--- config.mk ---
export PLATFORM = sky130hd
export DESIGN_NAME = bus_servo_packet_framer
export DESIGN_NICKNAME = d
export VERILOG_FILES = /design/src/rtl/core/bsp_pkg.sv /design/src/rtl/core/bsp_front.sv /design/src/rtl/core/bsp_cmd_fifo.sv /design/src/rtl/core/bsp_back.sv /design/src/rtl/core/bus_servo_packet_framer.sv
export SDC_FILE = /design/constraint.sdc
export NUM_CORES = 1
export LEC_CHECK = 0
export BUFFER_PORTS_ARGS = -buffer_cell sky130_fd_sc_hd__buf_4
export CAP_MARGIN = 40
export CORE_ASPECT_RATIO = 1.75
export CORE_MARGIN = 2
export CORE_UTILIZATION = 29
export CTS_CLUSTER_SIZE = 14
export DETAILED_ROUTE_END_ITERATION = 8
export GPL_ROUTABILITY_DRIVEN = 0
export PLACE_DENSITY_LB_ADDON = 0.2
export SLEW_MARGIN = 5
export SYNTH_ARGS = -nofsm -noshare
export SYNTH_HDL_FRONTEND = slang
export SYNTH_SLANG_ARGS = --single-unit
--- constraint.sdc ---
create_clock -name clk -period 11.8 [get_ports clk]
set_input_delay 1.18 -clock clk [delete_from_list [all_inputs] [get_ports clk]]
set_output_delay 1.18 -clock clk [all_outputs]
set_load 0.05 [all_outputs]
--- src/rtl/core/bsp_pkg.sv ---
// Shared constants, types and packet byte positions for the servo packet framer.
package bsp_pkg;

	localparam logic [7:0]  HDR_BYTE      = 8'h55;
	localparam logic [7:0]  OPC_MOVE      = 8'h01;
	localparam logic [7:0]  OPC_TORQUE    = 8'h1F;
	localparam logic [7:0]  TORQUE_PARAM  = 8'h01;
	localparam logic [7:0]  LEN_MOVE      = 8'd7;
	localparam logic [7:0]  LEN_TORQUE    = 8'd4;
	localparam logic [15:0] MOVE_TIME_RST = 16'h0064;

	localparam logic FUNC_MOVE   = 1'b0;
	localparam logic FUNC_TORQUE = 1'b1;

	localparam int ANGLE_W  = 14;
	localparam int ANG_C_W  = 12;
	localparam logic [ANG_C_W-1:0] ANGLE_MAX = 12'd3840;

	// pos = floor(ang * 25 / 96) as ang * ceil(2^20 * 25 / 96) >> 20, exact on 0..3840
	localparam int POS_W     = 10;
	localparam int POS_SHIFT = 20;
	localparam int MUL_W     = 19;
	localparam int PROD_W    = 31;
	localparam logic [MUL_W-1:0] POS_MUL = 19'd273067;

	// byte positions within a packet
	localparam int IDX_W = 4;
	localparam logic [IDX_W-1:0] BI_HDR0 = 4'd0;
	localparam logic [IDX_W-1:0] BI_HDR1 = 4'd1;
	localparam logic [IDX_W-1:0] BI_ID   = 4'd2;
	localparam logic [IDX_W-1:0] BI_LEN  = 4'd3;
	localparam logic [IDX_W-1:0] BI_CMD  = 4'd4;
	localparam logic [IDX_W-1:0] BI_P0   = 4'd5;
	localparam logic [IDX_W-1:0] BI_P1   = 4'd6;
	localparam logic [IDX_W-1:0] BI_P2   = 4'd7;
	localparam logic [IDX_W-1:0] BI_P3   = 4'd8;
	localparam logic [IDX_W-1:0] BI_P4   = 4'd9;
	localparam logic [IDX_W-1:0] LAST_MOVE   = 4'd9;
	localparam logic [IDX_W-1:0] LAST_TORQUE = 4'd6;

	// command queue between front and back
	localparam int QDEPTH = 2;
	localparam int QAW    = 1;
	localparam int QCW    = 2;

	typedef struct packed {
		logic             func;
		logic [7:0]       id;
		logic [POS_W-1:0] pos;
	} cmd_t;

endpackage

--- src/rtl/core/bsp_front.sv ---
// Front end: accepts commands, clamps and scales the angle, hands entries to the queue.
module bsp_front (
	input  logic                         clk,
	input  logic                         arst_n,
	input  logic                         push,
	output logic                         full,
	input  logic                         func,
	input  logic [7:0]                   servo_id,
	input  logic signed [bsp_pkg::ANGLE_W-1:0] angle,
	output logic                         q_wr,
	output bsp_pkg::cmd_t                q_wdata,
	input  logic                         q_full
);

	logic                          valid_s1;
	logic                          func_s1;
	logic [7:0]                    id_s1;
	logic [bsp_pkg::POS_W-1:0]     pos_s1;
	logic [bsp_pkg::ANG_C_W-1:0]   ang_c;
	logic [bsp_pkg::PROD_W-1:0]    prod;
	logic                          accept;

	always_comb begin
		if (angle[bsp_pkg::ANGLE_W-1]) begin
			ang_c = '0;
		end else if (angle[bsp_pkg::ANGLE_W-2:0] >
				{1'b0, bsp_pkg::ANGLE_MAX}) begin
			ang_c = bsp_pkg::ANGLE_MAX;
		end else begin
			ang_c = angle[bsp_pkg::ANG_C_W-1:0];
		end
	end

	assign prod   = bsp_pkg::PROD_W'(ang_c) * bsp_pkg::PROD_W'(bsp_pkg::POS_MUL);
	assign full   = valid_s1 && q_full;
	assign accept = push && !full;
	assign q_wr   = valid_s1 && !q_full;

	always_comb begin
		q_wdata.func = func_s1;
		q_wdata.id   = id_s1;
		q_wdata.pos  = pos_s1;
	end

	always_ff @(posedge clk or negedge arst_n) begin
		if (!arst_n) begin
			valid_s1 <= 1'b0;
		end else if (accept) begin
			valid_s1 <= 1'b1;
		end else if (q_wr) begin
			valid_s1 <= 1'b0;
		end
	end

	always_ff @(posedge clk) begin
		if (accept) begin
			func_s1 <= func;
			id_s1   <= servo_id;
			pos_s1  <= prod[bsp_pkg::POS_SHIFT +: bsp_pkg::POS_W];
		end
	end

endmodule

--- src/rtl/core/bsp_cmd_fifo.sv ---
// Short command queue between front end and packet emitter.
module bsp_cmd_fifo (
	input  logic          clk,
	input  logic          arst_n,
	input  logic          wr,
	input  bsp_pkg::cmd_t wdata,
	output logic          full,
	input  logic          rd,
	output bsp_pkg::cmd_t rdata,
	output logic          nonempty
);

	bsp_pkg::cmd_t               mem_q [bsp_pkg::QDEPTH];
	logic [bsp_pkg::QAW-1:0]     wptr_q;
	logic [bsp_pkg::QAW-1:0]     rptr_q;
	logic [bsp_pkg::QCW-1:0]     cnt_q;

	assign full     = cnt_q == bsp_pkg::QCW'(bsp_pkg::QDEPTH);
	assign nonempty = cnt_q != '0;
	assign rdata    = mem_q[rptr_q];

	always_ff @(posedge clk or negedge arst_n) begin
		if (!arst_n) begin
			wptr_q <= '0;
			rptr_q <= '0;
			cnt_q  <= '0;
		end else begin
			if (wr) begin
				wptr_q <= wptr_q + 1'b1;
			end
			if (rd) begin
				rptr_q <= rptr_q + 1'b1;
			end
			if (wr && !rd) begin
				cnt_q <= cnt_q + 1'b1;
			end else if (rd && !wr) begin
				cnt_q <= cnt_q - 1'b1;
			end
		end
	end

	always_ff @(posedge clk) begin
		if (wr) begin
			mem_q[wptr_q] <= wdata;
		end
	end

endmodule

--- src/rtl/core/bsp_back.sv ---
// Back end: walks the head command byte by byte into the result register.
module bsp_back (
	input  logic          clk,
	input  logic          arst_n,
	input  bsp_pkg::cmd_t cmd,
	input  logic          cmd_valid,
	output logic          cmd_done,
	input  logic [15:0]   move_time,
	output logic          empty,
	input  logic          pop,
	output logic [7:0]    byte_out,
	output logic          last
);

	logic [bsp_pkg::IDX_W-1:0] idx_q;
	logic                      out_valid_q;
	logic [7:0]                byte_q;
	logic                      last_q;
	logic                      torque;
	logic [7:0]                len, code, p0, p1, p2, p3, chk, byte_c;
	logic                      last_c;
	logic                      ld;

	assign torque = cmd.func == bsp_pkg::FUNC_TORQUE;

	always_comb begin
		if (torque) begin
			len  = bsp_pkg::LEN_TORQUE;
			code = bsp_pkg::OPC_TORQUE;
			p0   = bsp_pkg::TORQUE_PARAM;
			p1   = '0;
			p2   = '0;
			p3   = '0;
		end else begin
			len  = bsp_pkg::LEN_MOVE;
			code = bsp_pkg::OPC_MOVE;
			p0   = cmd.pos[7:0];
			p1   = 8'(cmd.pos[bsp_pkg::POS_W-1:8]);
			p2   = move_time[7:0];
			p3   = move_time[15:8];
		end
		chk = ~(cmd.id + len + code + p0 + p1 + p2 + p3);
	end

	always_comb begin
		case (idx_q) inside
			bsp_pkg::BI_HDR0, bsp_pkg::BI_HDR1: byte_c = bsp_pkg::HDR_BYTE;
			bsp_pkg::BI_ID:  byte_c = cmd.id;
			bsp_pkg::BI_LEN: byte_c = len;
			bsp_pkg::BI_CMD: byte_c = code;
			bsp_pkg::BI_P0:  byte_c = p0;
			bsp_pkg::BI_P1:  byte_c = torque ? chk : p1;
			bsp_pkg::BI_P2:  byte_c = p2;
			bsp_pkg::BI_P3:  byte_c = p3;
			bsp_pkg::BI_P4:  byte_c = chk;
			default:         byte_c = '0;
		endcase
		last_c = idx_q == (torque ? bsp_pkg::LAST_TORQUE : bsp_pkg::LAST_MOVE);
	end

	// load the next byte of a waiting command whenever the result register is free or being taken
	assign ld       = cmd_valid && (!out_valid_q || pop);
	assign cmd_done = ld && last_c;
	assign empty    = !out_valid_q;
	assign byte_out = byte_q;
	assign last     = last_q;

	always_ff @(posedge clk or negedge arst_n) begin
		if (!arst_n) begin
			idx_q       <= '0;
			out_valid_q <= 1'b0;
		end else if (ld) begin
			out_valid_q <= 1'b1;
			idx_q       <= last_c ? '0 : idx_q + 1'b1;
		end else if (pop) begin
			out_valid_q <= 1'b0;
		end
	end

	always_ff @(posedge clk) begin
		if (ld) begin
			byte_q <= byte_c;
			last_q <= last_c;
		end
	end

endmodule

--- src/rtl/core/bus_servo_packet_framer.sv ---
// Servo packet framer: one command in, one packet of 7 (torque enable) or 10 (move)
// bytes out at one byte per cycle, back to back across packets when pop stays high
// and the next command is queued; the first byte of a packet passes the angle scaling
// stage register, the command queue and the result register after its command is
// accepted, and the sustained rate is set by the byte-per-cycle result register;
// a two-entry command queue lets new commands enter while a packet is still going out.
module bus_servo_packet_framer (
	input  logic        clk,
	input  logic        arst_n,
	input  logic        push,
	output logic        full,
	input  logic        func,
	input  logic [7:0]  servo_id,
	input  logic signed [bsp_pkg::ANGLE_W-1:0] angle,
	output logic        empty,
	input  logic        pop,
	output logic [7:0]  byte_out,
	output logic        last,
	input  logic        cfg_valid,
	output logic        cfg_ready,
	input  logic [15:0] cfg_data
);

	logic          q_wr, q_full, q_rd, q_nonempty;
	bsp_pkg::cmd_t q_wdata, q_rdata;
	logic [15:0]   move_time_q;

	assign cfg_ready = 1'b1;

	always_ff @(posedge clk or negedge arst_n) begin
		if (!arst_n) begin
			move_time_q <= bsp_pkg::MOVE_TIME_RST;
		end else if (cfg_valid && cfg_ready) begin
			move_time_q <= cfg_data;
		end
	end

	bsp_front u_front (
		.clk      (clk),
		.arst_n   (arst_n),
		.push     (push),
		.full     (full),
		.func     (func),
		.servo_id (servo_id),
		.angle    (angle),
		.q_wr     (q_wr),
		.q_wdata  (q_wdata),
		.q_full   (q_full)
	);

	bsp_cmd_fifo u_fifo (
		.clk      (clk),
		.arst_n   (arst_n),
		.wr       (q_wr),
		.wdata    (q_wdata),
		.full     (q_full),
		.rd       (q_rd),
		.rdata    (q_rdata),
		.nonempty (q_nonempty)
	);

	bsp_back u_back (
		.clk       (clk),
		.arst_n    (arst_n),
		.cmd       (q_rdata),
		.cmd_valid (q_nonempty),
		.cmd_done  (q_rd),
		.move_time (move_time_q),
		.empty     (empty),
		.pop       (pop),
		.byte_out  (byte_out),
		.last      (last)
	);

endmodule

Word-level counts from Yosys, hierarchy flattened
Memories as Yosys holds them, arrays and structs flattened.
Index checks and enable logic that the tools add are counted.
{"block": "totals", "wordCells": 84, "ramBits": 38, "mem_count": 1, "ff_bits": 54}
{"block": "classes", "order_cmp": 1, "reduce_logical": 19, "mul": 1, "bitwise_logic": 1, "add_sub_neg": 11, "eq_ne": 11, "mux": 27}
{"name": "u_fifo.mem_q", "depth": 2, "word_bits": 19, "read_ports": 1, "rd_ports_with_merged_regs": 0, "write_ports": 1, "line": "bsp_cmd_fifo.sv:13", "source": "bsp_pkg::cmd_t mem_q [bsp_pkg::QDEPTH];"}
{"op": "$mux 8", "n": 12}
{"op": "$add 8x8->8", "n": 4}
{"op": "$mul 12x19->30 const B", "n": 1}
{"op": "$mux 12", "n": 2}
{"op": "$eq 4x3->1 const B", "n": 4}
{"op": "$gt 13x12->1 const B", "n": 1}
{"op": "$add 8x2->8", "n": 1}
{"op": "$add 8x5->8", "n": 1}
{"op": "$eq 4x2->1 const B", "n": 2}
{"op": "$eq 4x4->1 const B", "n": 2}
{"op": "$mux 2", "n": 4}
{"op": "$mux 4", "n": 2}
{"op": "$not 8->8", "n": 1}
{"op": "$reduce_bool 2->1", "n": 4}
{"op": "$logic_and 1x1->1", "n": 7}
{"op": "$mux 1", "n": 6}
{"op": "$logic_not 1->1", "n": 5}
{"op": "$mux 5", "n": 1}
{"op": "$add 4x1->4 const B", "n": 1}
{"op": "$eq 4x1->1 const B", "n": 1}
{"op": "$eq 4x4->1", "n": 1}
{"op": "$logic_not 4->1", "n": 1}
{"op": "$add 1x1->1 const B", "n": 2}
{"op": "$add 2x1->2 const B", "n": 1}
{"op": "4 further kinds", "n": 4}

Depth between registers and ports, before layout
Gate-level depths: netlist of the first run.
An unclocked memory read counts as a cell.
{"block": "logic_depth", "depth_word": 17, "mapped_depth": 22}

By module
Synthesis of the first run repeated with hierarchy kept, for this count alone.
{"block": "unflattened", "cells_unflattened": 740, "hier_area_um2": 8222.9}
{"module": "bsp_front", "area_each_um2": 3644.7, "instances": 1, "cells_per_inst": 368}
{"module": "bsp_back", "area_each_um2": 2273.4, "instances": 1, "cells_per_inst": 261}
{"module": "bsp_cmd_fifo", "area_each_um2": 1640.3, "instances": 1, "cells_per_inst": 75}
{"module": "bus_servo_packet_framer", "area_each_um2": 664.4, "instances": 1, "cells_per_inst": 36}

Least setup slack after synthesis of the first run
OpenSTA, ideal clock, no wires.
{"block": "synth_path", "path_type": "input to register", "startpoint": "input port angle[6] (netlist name)", "endpoint": "register u_front.pos_s1[7] (netlist name) (data pin)", "t_arrival_ps": 5903, "path_buffers": 0, "setup_ps": 260, "setup_slack_ps": 5638, "stages": 20, "path_cell_list": "nor4_1 > a21o_1 > and3_1 > ha_1 > inv_1 > fa_1 > inv_1 > fa_1 > fa_1 > inv_1 > fa_1 > inv_1 > ha_1 > a21o_1 > a221o_1 > a221oi_2 > or2_2 > nand2_2 > o21a_1 > xor2_1"}
{"block": "synth_between", "elab_chain_len": 4}
{"item": "start, declared", "line": "bus_servo_packet_framer.sv:14", "source": "input logic signed [bsp_pkg::ANGLE_W-1:0] angle,"}
{"item": "$gt 13x12->1", "line": "bsp_front.sv:26", "source": "end else if (angle[bsp_pkg::ANGLE_W-2:0] >"}
{"item": "$mux 12 *", "line": "bsp_front.sv:26"}
{"item": "$mux 12 *", "line": "bsp_front.sv:24", "source": "if (angle[bsp_pkg::ANGLE_W-1]) begin"}
{"item": "$mul 12x19->30 *", "line": "bsp_front.sv:34", "source": "assign prod = bsp_pkg::PROD_W'(ang_c) * bsp_pkg::PROD_W'(bsp_pkg::POS_MUL);"}
{"item": "net u_front.prod (one bit)", "line": "bsp_front.sv:20", "source": "logic [bsp_pkg::PROD_W-1:0] prod;"}
{"item": "end signal, assigned", "line": "bsp_front.sv:59", "source": "pos_s1 <= prod[bsp_pkg::POS_SHIFT +: bsp_pkg::POS_W];"}
{"item": "end, declared", "line": "bsp_front.sv:18", "source": "logic [bsp_pkg::POS_W-1:0] pos_s1;"}
The timed path passes the listed nets; every way through them passes the cells marked *.
A chain may end at the register's enable or synchronous reset.

Worst setup path in the final report of the first run
{"block": "layout_path", "startpoint": "input port angle[6] (netlist name)", "endpoint": "register u_front.pos_s1[4] (netlist name) (data pin)"}
The elaborated chain is that of the path after synthesis.

==> key figures, run 1 <==
Synthesis
  • Commonest cells post-synth: inv_1, ha_1, fa_1, edfxtp_1, nand2_1
  • Post-synthesis register bit count: 92
  • Synth area leader: edfxtp_1
  • Register area share after synthesis: ~34%
  • Most numerous cell in the Yosys netlist: inv_1
  • Most used flip-flop cell after synthesis: edfxtp_1
  • Syn Inst Count: 700
  • Synth warn: 0
  • Post-synth ARST share: between 20 and 30%
  • Avg Inst Size Synth: between 10 and 15 um2
  • Cell variety after synth: 60
  • Post-synth EDFFs: 66
  • Top post-synthesis cells by area: edfxtp_1, fa_1, ha_1
  • Yosys top cell area share: 25.50%
  • Mapped cell area: approximately 7800 um2
  • Post-synth net total: a little over 900

Drt
  • Drt via density: approximately 4.7
  • Antenna-violating nets left: 0
  • WL final: between 15 and 20 mm
  • Vias: approximately 5,000
  • First drt pass iteration count: 5
  • Wire length per cell: ~17 um
  • DRC Markers: 0
  • DRT iter0 DRCs: ~250

Critical path
  • Largest fanout on the critical path: 8
  • Crit path required time: 11,970 ps
  • Worst Setup Start Kind: primary input
  • Slowest stage delay, CP: 550 ps
  • Crit path buf inv count: 5
  • Worst path cell trace: buf_4, nor4_1, a21o_1, and3_1, ha_1, inv_1, fa_1, inv_1, fa_1, fa_1, inv_1, fa_1, inv_1, ha_1, and3_1, o2111ai_1, a211o_1, a21o_1, a21oi_1, a21oi_1, o311ai_1
  • Top delay family on crit path: adder cells
  • Slowest-stage cell, CP: fa_1
  • Crit. End Element: flop
  • Arr. time, crit path: roughly 6700 ps
  • Critical path class: in2reg

STA
  • Worst relative slew slack: roughly 54%
  • Fmax: 153.3 MHz
  • TNS Setup: 0 ps
  • RSZ-0062 raised after global routing: false
  • Fin crit period: 6522 ps
  • Layout Skew: ~5.2 ps
  • Tcrit/Tclk final: 55.27%
  • Final setup fails: 0
  • Worst slew pin tran: 680.6 ps
  • Slew Viols, Final: 0
  • Final Hold Fails: 0

Power
  • Leakage power: between 4 and 5 nW
  • Power density over the cells: between 200 and 300 nW/um2
  • VDD IR max: between 0.0002 and 0.0003 V
  • Final Power: 2.358 mW

Die
  • Core Area: 26,490 um2
  • Die X: 127.8 um
  • Area of the die: between 20,000 and 30,000 um2
  • Die Span Y: between 200 and 250 um
  • Starting Density: 29.34%
  • Top-Level Pins: 56
  • Site Rows: 79

Clock network
  • Post-CTS sizing: 0
  • CTS Buf Count: 9
  • CTS max path bufs: 2
  • Clk_lat worst skew: around 350 ps
  • Reg clk slew, reported paths: ~70 ps
  • H-tree depth: 3
  • # hold bufs at CTS: 0
  • Number of clock sinks: a little over 90
  • Post-CTS setup buffer count: 0
  • Root Driver: clkbuf_16
  • CTS tree: yes

Layout
  • Fraction of layout cells with a size suffix above 1: about 14%
  • Fin nets: about 970
  • N_diodes: 0
  • Fillers: between 2,000 and 3,000
  • Layout Area Growth over Synthesis: 13.76%

Global routing
  • Pin count of the biggest net entering global routing: 31
  • Vias in the first global route: between 5,000 and 6,000
  • Global-route wire length before repair: about 29 mm
  • Initial antenna violation count: 0
  • GRT Total Usage: between 10% and 20%
  • Grt ovf: 0

Worst hold path
  • Hold crit path type: reg2reg

Job
  • Max cap viols: 0

Run status
  • Status: finished, final reports clean

Placed design
  • Port Buf Inserts: 54
  • DP HPWL: 15.39 mm
-- cell type report --
type	instances	area [um2]	area share (%)
Multi-Input combinational cell	465	4589	51.90
Clock buffer	10	229.0	2.590
Tap cell	324	405.4	4.585
Timing Repair Buffer	59	457.9	5.179
Clock inverter	5	37.54	0.4245
Sequential cell	92	2636	29.81
Inverter	129	486.7	5.504
-- metal layers --
| layer | global-route usage [%] | vias to the layer above | routed length [um] |
|---|---|---|---|
| li1 | - | 2502 | - |
| met1 | 12.59 | 2423 | 6114 |
| met2 | 28.06 | 86 | 10690 |
| met3 | 1.862 | 32 | 393 |
| met4 | 6.960 | 0 | 760 |
| met5 | 0 | - | 0 |
-- power by group --
group / internal, mW / switching, mW / leakage, nW
combinational: 0.675 / 0.905 / 3.17
sequential: 0.472 / 0.0430 / 0.930
clock: 0.142 / 0.121 / 0.127
-- sequential cells by signal (all words and copies together) (netlist names) --
register,count
u_front.valid_s1,1
u_front.pos_s1,10
u_fifo.rptr_q,1
u_back.last,1
u_back.idx_q,4
u_back.out_valid_q,1
u_front.id_s1,8
u_fifo.cnt_q,2
move_time_q,16
u_back.byte_out,8
u_fifo.wptr_q,1
u_fifo.mem_q,38
u_front.func_s1,1
-- per-stage QoR --
stage / utilization, % / cells / hold WS (ps) / setup slack, ps / area (um2)
6_report: 33.38 / 1084 / 443.9 / 5278 / 8842
5_1_grt: 33.38 / 1084 / 466.1 / 4921 / 8842
4_1_cts: 33.38 / 1084 / 446.5 / 5238 / 8842
3_5_place_dp: 32.37 / 1069 / 431.3 / 4881 / 8576
3_3_place_gp: 32.26 / 1067 / 426.0 / 4898 / 8546
2_1_floorplan: - / 700 / 421.5 / 5638 / 7772
-- cells by family (layout without fill, tap and decap cells) --
family	Yosys count	in the layout	synth area share, %
AO/OA/AOI/OAI	107	107	9.643
XOR/XNOR	24	24	2.704
adder cells (fa/ha/maj)	165	165	33.03
buffers and inverters	143	203	7.083
flip-flops	92	92	33.92
multiplexers	36	36	5.055
other	1	1	0.04825
AND/OR/NAND/NOR	132	132	8.516
-- cells in the final DEF, fill, tap and decap left out, types with 3 or more instances in the layout --
master     count
o22ai_1        3
inv_1        128
fa_1          67
mux2i_1        9
mux2_2        26
nand2b_1       3
dfrtp_1       23
nand4_1        3
nor3_1         5
xnor2_1       17
a22oi_1        5
nor2_1        33
edfxtp_1      66
ha_1          98
a211oi_1       5
o221ai_1       4
xor2_1         7
buf_4         57
o21ai_0       16
nor4_1         3
nand3_1        6
a21oi_1       20
o211ai_1       5
a222oi_1       3
o31ai_1        3
nand2_1       35
a211o_1        4
o21a_1         3
dfstp_2        3
clkbuf_16      9
a21o_1        18
and3_1        12
and2_1        17
-- final timing paths --
path | startpoint | to | slack (ps) | cells after the start
setup reg to reg | u_fifo.rptr_q | u_back.byte_out[7] | 6590 | 19
hold / removal | u_front.pos_s1[9] | u_fifo.mem_q[1][9] | 440 | 0
min in group asynchronous | arst_n | u_fifo.cnt_q[0] | 740 | 1
hold reg to reg | u_front.pos_s1[9] | u_fifo.mem_q[1][9] | 440 | 0
setup / recovery | angle[6] | u_front.pos_s1[4] | 5280 | 21
max in group asynchronous | arst_n | move_time_q[5] | 10730 | 1
Note: power is estimated with default switching activity, not from simulation.
==> run 2: changes to the inputs <==
==> constraint.sdc (replaced) <==
create_clock -name clk -period 5.4 [get_ports clk]
set_input_delay 0.54 -clock clk [delete_from_list [all_inputs] [get_ports clk]]
set_output_delay 0.54 -clock clk [all_outputs]
set_load 0.05 [all_outputs]
==> run 2 against run 1 <==
- the flow now finishes with violations (setup timing)
- clock skew grew 3.7 ps
- count of clock-buffer cells in the layout grew 1
- critical path depth grew 1
- first-iteration DRC count shrank 16%
- wire length grew 2.2%
- final cell count grew 6.9%
- non-clock buffer count grew 74
- combinational power grew 130%
- via count grew 7.1%
- sequential share of layout area shrank 2.3 points
- critical path type unchanged
- largest cell class unchanged
- largest power group unchanged
==> key figures, run 2 (synthesized netlist as in run 1, its figures left out) <==
Global routing
  • GRT Total Usage: 13.68% (+0.068 points)
  • Pin count of the biggest net entering global routing: 31 (unchanged)
  • Global-route wire length before repair: 29.24 mm (+1.1%)
  • Grt met1 use: 12.00% (-0.59 points)
  • M2 GR Usage: 29.75% (+1.7 points)
  • Initial antenna violation count: 0 (unchanged)
  • Vias in the first global route: 5,692 (+5.0%)
  • Grt ovf: 0 (unchanged)
  • Global routing's busiest layer: met2
  • Met3 Use GR: 1.644% (-0.22 points)

Power
  • Int Pwr: 2.931 mW (+130%)
  • Clock power share: 10.8% (-0.3 points)
  • Sw Ratio: 44.51% (-0.80 points)
  • VDD IR max: 0.0005922 V (+130%)
  • NetSw: 2.351 mW (+120%)
  • Sequential group share of total power: 21.5% (-0.4 points)
  • Final Power: 5.283 mW (+120%)
  • Power density over the cells: 550.4 nW/um2 (+110%)
  • Leakage power: 4.600 nW (+8.8%)
  • Comb pwr share: 67.7% (+0.7 points)

Run status
  • Status: finished, violations left
  • Failing checks: setup timing

Die
  • Top-Level Pins: 56 (unchanged)
  • Die Span Y: 220.6 um (unchanged)
  • Area of the die: 28,180 um2 (unchanged)
  • Site Rows: 79 (unchanged)
  • Starting Density: 29.34% (unchanged)
  • Core Area: 26,490 um2 (unchanged)
  • Die X: 127.8 um (unchanged)

Drt
  • Wire length per cell: 15.84 um (-4.4%)
  • WL final: 18.36 mm (+2.2%)
  • Vias: 5,400 (+7.1%)
  • DRC Markers: 0 (unchanged)
  • DRT iter0 DRCs: 206 (-16%)
  • First drt pass iteration count: 7 (+2)
  • Drt via density: 4.659 (+0.15%)
  • Antenna-violating nets left: 0 (unchanged)

STA
  • Worst relative slew slack: 56.04% (+1.8 points)
  • Final setup fails: 1 (+1)
  • Fmax: ~180 MHz
  • Layout Skew: 8.968 ps (+3.722 ps)
  • Fin crit period: between 5000 and 6000 ps
  • Final Hold Fails: 0 (unchanged)
  • Slew Viols, Final: 0 (unchanged)
  • RSZ-0062 raised after global routing: true
  • Tcrit/Tclk final: 100.5%
  • Final setup margin: -27.38 ps (-5305 ps)
  • Worst slew pin tran: 653.9 ps (-26.72 ps)

Placed design
  • DP HPWL: 15.80 mm (+2.6%)
  • Port Buf Inserts: 54 (unchanged)
  • Worst Setup Slack post-DPL: -362.0 ps (-5243 ps)
  • Area post-placement: 9128 um2 (+6.4%)
  • Dpl cells: 1,136 (+6.3%)

Critical path
  • Largest fanout on the critical path: 4 (-4)
  • Crit. End Element: flop
  • Crit path required time: 5560 ps (-6410 ps)
  • Worst Setup Start Kind: primary input
  • Critical path class: in2reg
  • Arr. time, crit path: 5590 ps (-1100 ps)

Clock network
  • Clk_lat worst skew: 350 ps (about the same)
  • Number of clock sinks: 92 (unchanged)
  • Root Driver: clkbuf_16
  • H-tree depth: 3 (unchanged)
  • CTS max path bufs: 2 (unchanged)
  • CTS tree: yes
  • Reg clk slew, reported paths: 60 ps (about the same)
  • # hold bufs at CTS: 0 (unchanged)
  • CTS Buf Count: 9 (unchanged)

Layout
  • Reg with most FFs: u_fifo.mem_q
  • Top Registers: u_fifo.mem_q: 38 flops, move_time_q: 16 flops, u_front.pos_s1: 10 flops
  • Commonest non-fill, non-tap cell in the layout: buf_4
  • Fraction of layout cells with a size suffix above 1: 24.91% (+11 points)
  • Design area: 9598 um2 (+8.5%)
  • Max reg flops: 38 (unchanged)
  • Layout Area Growth over Synthesis: 23.49%
  • Most frequent cells in the layout: buf_4, inv_1, ha_1
  • Fin nets: 1,039 (+7.7%)
  • Non-filler cells, final: 1,159 (+6.9%)
  • N_diodes: 0 (unchanged)

Job
  • Max cap viols: 0 (unchanged)

Worst hold path
  • Hold crit path type: in2async
==> run 2: timing repair <==
item | CTS | global route
gates resized for setup | 0 | 28
buffers inserted | 0 | 7
endpoints found under the setup margin | 2 | 10
pin swaps | 1 | 25
==> run 2: path summary, 6_finish.rpt <==
kind                       depth (start not counted)            endpoint              start  slack, ps
max                                               22   u_front.pos_s1[8]           angle[6]        -30
max in group asynchronous                          1      move_time_q[6]             arst_n       4960
min reg2reg                                        0  u_fifo.mem_q[0][7]  u_front.pos_s1[7]        440
max reg2reg                                       18  u_back.byte_out[7]      u_fifo.rptr_q        470
min in group clk                                   1    u_front.id_s1[5]        servo_id[5]        370
min                                                1     u_fifo.cnt_q[0]             arst_n        110
==> run 2: critical path: stages <==
cell,delay [ps]
buf_4,120
nor4_2,250
a21o_1,200
buf_6,110
and3_4,180
ha_4,150
inv_2,40
fa_2,580
inv_4,50
fa_1,500
fa_1,570
inv_2,40
fa_1,490
inv_1,40
ha_2,160
a21o_1,180
a221o_1,330
a221oi_2,300
or2_4,200
nand2_4,60
o21a_4,240
o311ai_4,260
==> run 2: routing by layer <==
layer / wire [um] / up-vias
li1: - / 2656
met1: 6016 / 2651
met2: 11410 / 69
met3: 362 / 24
met4: 569 / 0
met5: 0 / -
==> run 2: power by group through the flow <==
stage	registers, mW	logic, mW	clock network, mW
global placement	1.15	3.52	0
detailed placement	1.15	3.52	0
floorplan	1.24	2.54	0
CTS	1.14	3.56	0.600
finish	1.14	3.58	0.571
global route	1.16	4.05	0.621
==> run 2: through the flow <==
| step | hold slack [ps] | util [%] | TNS, ps |
|---|---|---|---|
| 6_report | 106.5 | 36.23 | -27.38 |
| 5_1_grt | 127.5 | 36.23 | -781.1 |
| 4_1_cts | 107.5 | 35.48 | 0 |
| 3_5_place_dp | 431.3 | 34.46 | -2926 |
| 3_3_place_gp | 423.5 | 34.34 | -2195 |
| 2_1_floorplan | 244.4 | - | 0 |
==> run 2: area by class of cell <==
class                   instances  area [um2]
clock buffers                  11       232.7
clock inverters                 5       37.54
fillers                      2694       16890
inverters                     129       489.2
multi-input cells             465        4756
flip-flops and latches         92        2636
well taps                     324       405.4
repair buffers                133        1041
